**src/design/gtmt_pkg.sv**
```systemverilog
// shared types, constants and the crc step function for the memo table
package gtmt_pkg;

    localparam int INDEX_BITS_DEF = 12;
    localparam int KEY_W          = 64;
    localparam int LEVEL_W        = 5;
    localparam int GEN_W          = 32;
    localparam int HASH_STEPS     = KEY_W / 8;
    localparam int HASH_CNT_W     = $clog2(HASH_STEPS);

    localparam logic [31:0] CRC_POLY = 32'h82F63B78;

    // operation codes
    localparam logic OP_CHECK   = 1'b0;
    localparam logic OP_ADVANCE = 1'b1;

    typedef struct packed {
        logic               op;
        logic [KEY_W-1:0]   key;
        logic [LEVEL_W-1:0] level;
    } in_word_t;

    typedef struct packed {
        logic hit;
        logic cleared;
    } out_word_t;

    // one table slot as stored in memory
    typedef struct packed {
        logic [KEY_W-1:0]   key;
        logic [LEVEL_W-1:0] level;
        logic [GEN_W-1:0]   gen;
    } slot_t;

    localparam int SLOT_W = $bits(slot_t);

    typedef enum logic [2:0] {
        ST_CLEAR,
        ST_IDLE,
        ST_HASH,
        ST_READ,
        ST_CMP,
        ST_ADV,
        ST_WRAP_DONE
    } state_t;

    // controller to datapath
    typedef struct packed {
        logic start;
        logic hash_step;
        logic rd_en;
        logic ld_check;
        logic gen_inc;
        logic gen_wrap;
        logic clr_write;
        logic ld_adv;
        logic ld_wrap;
    } cmd_t;

    // datapath to controller
    typedef struct packed {
        logic hash_last;
        logic clr_last;
        logic gen_max;
        logic out_free;
    } sts_t;

    // reflected crc32c over one byte
    function automatic logic [31:0] crc_byte(input logic [31:0] crc_in,
                                             input logic [7:0]  data);
        logic [31:0] c;
        c = crc_in ^ {24'd0, data};
        for (int b = 0; b < 8; b++) begin
            c = c[0] ? ((c >> 1) ^ CRC_POLY) : (c >> 1);
        end
        return c;
    endfunction

endpackage

```
**src/design/gtmt_ctrl.sv**
```systemverilog
// controller state machine for the memo table
module gtmt_ctrl (
    input  logic          aclk,
    input  logic          aresetn,
    input  logic          s_valid,
    input  logic          s_op,
    output logic          s_ready,
    output gtmt_pkg::cmd_t cmd,
    input  gtmt_pkg::sts_t sts
);
    import gtmt_pkg::*;

    state_t state_reg, state_next;
    logic   wrap_pend_reg, wrap_pend_next;

    // state register, table sweep runs first after reset
    always_ff @(posedge aclk) begin
        if (!aresetn) begin
            state_reg     <= ST_CLEAR;
            wrap_pend_reg <= 1'b0;
        end else begin
            state_reg     <= state_next;
            wrap_pend_reg <= wrap_pend_next;
        end
    end

    // next state and commands
    always_comb begin
        state_next     = state_reg;
        wrap_pend_next = wrap_pend_reg;
        cmd            = '0;
        s_ready        = 1'b0;
        case (state_reg)
            ST_CLEAR: begin
                cmd.clr_write = 1'b1;
                if (sts.clr_last) begin
                    state_next = wrap_pend_reg ? ST_WRAP_DONE : ST_IDLE;
                end
            end
            ST_IDLE: begin
                s_ready = 1'b1;
                if (s_valid) begin
                    cmd.start  = 1'b1;
                    state_next = (s_op == OP_ADVANCE) ? ST_ADV : ST_HASH;
                end
            end
            ST_HASH: begin
                cmd.hash_step = 1'b1;
                if (sts.hash_last) begin
                    state_next = ST_READ;
                end
            end
            ST_READ: begin
                cmd.rd_en  = 1'b1;
                state_next = ST_CMP;
            end
            ST_CMP: begin
                if (sts.out_free) begin
                    cmd.ld_check = 1'b1;
                    state_next   = ST_IDLE;
                end
            end
            ST_ADV: begin
                if (sts.gen_max) begin
                    cmd.gen_wrap   = 1'b1;
                    wrap_pend_next = 1'b1;
                    state_next     = ST_CLEAR;
                end else if (sts.out_free) begin
                    cmd.gen_inc = 1'b1;
                    cmd.ld_adv  = 1'b1;
                    state_next  = ST_IDLE;
                end
            end
            ST_WRAP_DONE: begin
                if (sts.out_free) begin
                    cmd.ld_wrap    = 1'b1;
                    wrap_pend_next = 1'b0;
                    state_next     = ST_IDLE;
                end
            end
            default: begin
                state_next = ST_IDLE;
            end
        endcase
    end

endmodule

```
**config.mk**
```make
export PLATFORM = sky130hd
export DESIGN_NAME = gtmt_ctrl
export DESIGN_NICKNAME = d
export VERILOG_FILES = /design/src/design/gtmt_pkg.sv /design/src/design/gtmt_ctrl.sv
export SDC_FILE = /design/constraint.sdc
export NUM_CORES = 1
export LEC_CHECK = 0
export BUFFER_PORTS_ARGS = -buffer_cell sky130_fd_sc_hd__buf_2
export CAP_MARGIN = 15
export CORE_AREA = 2 2 39 41
export CTS_BUF_LIST = sky130_fd_sc_hd__clkbuf_8
export DETAILED_ROUTE_END_ITERATION = 12
export DIE_AREA = 0 0 41 43
export PLACE_DENSITY = 0.55
export SYNTH_ARGS = -nofsm -noshare
export SYNTH_HDL_FRONTEND = slang
export SYNTH_SLANG_ARGS = --single-unit
```
**constraint.sdc**
```tcl
create_clock -name aclk -period 3.2 [get_ports aclk]
set_clock_uncertainty 0.15 [all_clocks]
set_input_delay 0.48 -clock aclk [delete_from_list [all_inputs] [get_ports aclk]]
set_output_delay 0.48 -clock aclk [all_outputs]
set_load 0.005 [all_outputs]
```
* After elaboration in Yosys (flattened, before gate mapping)
Cells that the tools add are included.
Storage, ports and cells: bits in registers 4, input bits 8, word-level logic and storage cells 42
Operators by class: equal/unequal tests 11, reduce and logical (&&, ||, !) cells 5, multiplexer cells 24
Operators by type and width (number):
- 3-bit 2-to-1 mux | 7
- 3-bit case mux with 6 select lines | 1
- 1-bit 2-to-1 mux | 14
- 2-bit inequality test (second input constant) | 5
- 3-bit equality test (second input constant) | 3
- 3-bit by 2-bit equality test with 1-bit output (second input constant) | 2
- 3-bit AND reduction | 2
- 3-bit by 1-bit equality test with 1-bit output (second input constant) | 1
- 3-bit zero test | 1
- 2-bit 2-to-1 mux | 1
- 1-bit case mux with 2 select lines | 1
- 2-bit nonzero test | 1
- 2-bit OR reduction | 1

* Logic depth before layout (Yosys ltp)
depth in word-level cells 3, mapped depth 4

* Worst setup path before layout
Ideal clock, no wire load.
path kind register to output, start register state_reg[1], end output port cmd[4] (netlist name), buffers on the path 1, cell stages (with the launch flop) 4, arrival time 0.898 ns, setup slack 1.672 ns, required time 2.570 ns, cells stage by stage dfxtp_1 and2b_1 and4b_1 buf_4
RTL lines:
- start, declared | line gtmt_ctrl.sv:13 | state_t state_reg, state_next;
- start signal, assigned | line gtmt_ctrl.sv:22 | state_reg <= state_next;
- end, declared | line gtmt_ctrl.sv:8 | output gtmt_pkg::cmd_t cmd,

==> tab_implementation.tex <==
\begin{tabular}{lr}
\hline
Metric & Value \\
\hline
\multicolumn{2}{l}{\textbf{Detailed routing}} \\
Mean number of vias per cell & 5.04 \\
Post-DRT Antenna Nets & 0 \\
Initial drt markers & 6 \\
Sum of routed wire length over all layers & 867 um \\
Post-DR wirelength/cell & 11.4 um \\
Iteration count of the initial detailed-routing pass & 4 \\
Post-route DRC & 0 \\
Detailed-route via count & 383 \\
\multicolumn{2}{l}{\textbf{STA}} \\
Period utilisation layout & 63.8\% \\
Count of pins over their slew limit & 0 \\
Unrepaired setup endpoints after global routing & false \\
Final setup violation count & 0 \\
Post-route minimum period & 2.04 ns \\
Maximum clock rate & 0.490 GHz \\
Headroom to the max-slew limit & 67.4\% \\
Transition time at the pin with the least slew margin & 0.488 ns \\
Summed negative setup slack over all endpoints & 0 ns \\
Endpoints failing hold & 0 \\
\multicolumn{2}{l}{\textbf{Critical path}} \\
Arrival time at the worst endpoint & 1.41 ns \\
CP Cell Sequence & nor3b\_1 > and2\_1 > buf\_2 \\
Top cell family by delay on the critical path & flip-flops \\
Required arrival time at the worst endpoint & 2.57 ns \\
Crit Path Class & reg -> out \\
Buffering stage count on the worst path with inverters included & 1 \\
Worst Path Max Fanout & 14 \\
Max incr delay on CP & 0.61 ns \\
Type of origin of the critical path & flop \\
Slowest CP cell & sky130\_fd\_sc\_hd\_\_dfxtp\_1 \\
Type of destination of the critical path & primary output \\
\multicolumn{2}{l}{\textbf{Global route}} \\
Total routing resource utilization after global routing & 11.7\% \\
Busiest metal layer after global routing & met2 \\
Grt ovf & 0 \\
Vias in the first global route & 329 \\
Met1 demand-to-capacity share in global routing & 14.3\% \\
Largest net degree at the start of global routing & 16 \\
Grt met2 use & 15.3\% \\
Met3 Resource Use GR & 3.66\% \\
Antenna violations before repair & 0 \\
Wire length of the first global-routing pass & 1.35 mm \\
\multicolumn{2}{l}{\textbf{Clock tree}} \\
CTS Hold Buffers Added & 0 \\
Clock H-tree levels & 1 \\
Clock sink count & 4 \\
Library cell used as clock root buffer & sky130\_fd\_sc\_hd\_\_clkbuf\_8 \\
Inserted Clock Buffers & 3 \\
Clock tree from TritonCTS & yes \\
CTS resizes & 0 \\
Maximum count of clock buffers along a single path & 2 \\
Worst-skew pair later-pin latency & 0.22 ns \\
Setup Buffers After CTS & 0 \\
Clock slew at reported path FFs & 0.03 ns \\
\multicolumn{2}{l}{\textbf{Yosys}} \\
Area share of xor/xnor cells in the synthesized design & 0\% \\
Async set-or-reset flop fraction in the synthesized netlist & 0\% \\
Most used DFF post-synth & sky130\_fd\_sc\_hd\_\_dfxtp\_1 \\
Post-synthesis sequential area ratio & 20.7\% \\
Post-synthesis instance area & 387 um\^{}2 \\
Synth Area in Adders & 0\% \\
Flops \& latches, synth & 4 \\
Largest family of logic cells by synthesized area & simple AND/OR/NAND/NOR gates \\
Number of flops mapped to enable cells by yosys & 0 \\
Net count after synthesis & 52 \\
Area fraction in compound gates after synthesis & 33.0\% \\
Yosys warns & 0 \\
Cell count after synthesis & 44 \\
Synthesized area divided by synthesized cell count & 8.79 um\^{}2 \\
Multiplexer share of the synthesized area & 3.88\% \\
Number of distinct standard cells referenced by the synthesized netlist & 27 \\
Basic-gate share of the synthesized area counting and, or, nand and nor cells & 34.3\% \\
\multicolumn{2}{l}{\textbf{Pwr}} \\
IR Drop Worst-Case VDD & 0.000158 V \\
LEAKAGE & 0.238 nW \\
Power per cell area & 451 nW/um\^{}2 \\
\multicolumn{2}{l}{\textbf{Finish}} \\
Share of layout cells above drive strength 1 & 38.3\% \\
Multi-input gate area in the final layout & 275 um\^{}2 \\
Count of nets after finishing & 70 \\
Number of flip-flops under the largest register name & 3 \\
Combined flip-flop and latch cell area & 80.1 um\^{}2 \\
Layout fillers & 160 \\
Final design instance area without fill & 505 um\^{}2 \\
Antenna diode instance count & 0 \\
Growth of design area from synthesis to finish & 30.7\% \\
Utilization after layout & 36.5\% \\
\multicolumn{2}{l}{\textbf{Placed design}} \\
Total placed instance area & 464 um\^{}2 \\
DP Wirelength & 643 um \\
Number of buffers added on ports & 17 \\
Global placement routability congestion & 0.716 \\
\multicolumn{2}{l}{\textbf{Die}} \\
Floorplan Core Area & 1380 um\^{}2 \\
Floorplan die height & 43 um \\
Die Area & 1760 um\^{}2 \\
Initial Util & 27.9\% \\
Number of ports placed on the die boundary & 18 \\
Core Rows & 14 \\
Die width & 41 um \\
\multicolumn{2}{l}{\textbf{Run}} \\
Max Cap Viol & 0 \\
\multicolumn{2}{l}{\textbf{Status}} \\
Status & completed \\
\multicolumn{2}{l}{\textbf{Worst hold path}} \\
Type of the tightest min-delay check & in -> reg \\
\hline
\end{tabular}
kinds of logic (layout without fill, tap and decap cells):
| family | Yosys count | in the layout |
|---|---|---|
| buf+inv | 5 | 21 |
| flops | 4 | 4 |
| compound gates | 14 | 14 |
| simple gates | 20 | 20 |
| mux | 1 | 1 |
where the power goes:
part / total (mW) / switching [mW] / internal (mW)
combinational: 0.0520 / 0.0225 / 0.0295
clock: 0.107 / 0.0270 / 0.0803
sequential: 0.0690 / 0.0147 / 0.0543
placed cells by master, fill, tap and decap left out, drive strengths merged, types with 2 or more instances in the layout:
| cell | count |
|---|---|
| buf | 17 |
| clkbuf | 3 |
| o21a | 4 |
| nor3b | 4 |
| o2111a | 2 |
| dfxtp | 4 |
| o21bai | 2 |
| and3 | 2 |
| nand2b | 3 |
| nor3 | 2 |
final timing paths:
| kind | start | to | slack [ns] | depth (start not counted) |
|---|---|---|---|---|
| worst min-delay path | aresetn | wrap_pend_reg | 0.38 | 2 |
| worst max register to register | state_reg[1] | state_reg[2] | 1.54 | 3 |
| worst max-delay path | state_reg[0] | cmd[8] | 1.16 | 3 |
| worst min register to register | wrap_pend_reg | wrap_pend_reg | 0.48 | 2 |
worst reg2reg max path: cells and delay by family, from the launching register on:
kind | cells | cell delay (ns)
multiplexers | 1 | 0.36
flip-flops | 1 | 0.59
AO/OA/AOI/OAI | 1 | 0.20
AND/OR/NAND/NOR | 1 | 0.25
through the flow:
stage | hold WS, ns | cells | setup WS [ns] | power, mW
after detailed placement | 0.472 | 73 | 1.40 | 0.122
after global routing | 0.389 | 76 | 1.00 | 0.244
after global placement | 0.493 | 73 | 1.39 | 0.122
final | 0.382 | 76 | 1.16 | 0.228
after floorplan | 0.418 | 44 | 1.67 | 0.105
after CTS | 0.380 | 76 | 1.15 | 0.233
synth_stat cells (2+ instances only):
master | count | share of area (%)
sky130_fd_sc_hd__dfxtp_1 | 4 | 21
sky130_fd_sc_hd__nor3b_1 | 4 | 7.8
sky130_fd_sc_hd__o21a_1 | 4 | 7.8
sky130_fd_sc_hd__buf_4 | 3 | 5.8
sky130_fd_sc_hd__nand2b_1 | 3 | 4.9
sky130_fd_sc_hd__and3_1 | 2 | 3.2
sky130_fd_sc_hd__nor3_1 | 2 | 2.6
sky130_fd_sc_hd__o2111a_1 | 2 | 5.8
sky130_fd_sc_hd__o21bai_1 | 2 | 3.9
layer usage:
metal	part of all wire [%]	wire, um
met4	2.4	21
met1	44	384
met3	7.7	67
met2	45	393
met5	0	0
cell type report:
| type | instances | area share (%) |
|---|---|---|
| Multi-Input combinational cell | 35 | 54.5 |
| Timing Repair Buffer | 17 | 16.8 |
| Clock buffer | 3 | 8.17 |
| Sequential cell | 4 | 15.8 |
| Inverter | 1 | 0.743 |
| Tap cell | 16 | 3.96 |
No activity file was read; power rests on OpenSTA's default activity.
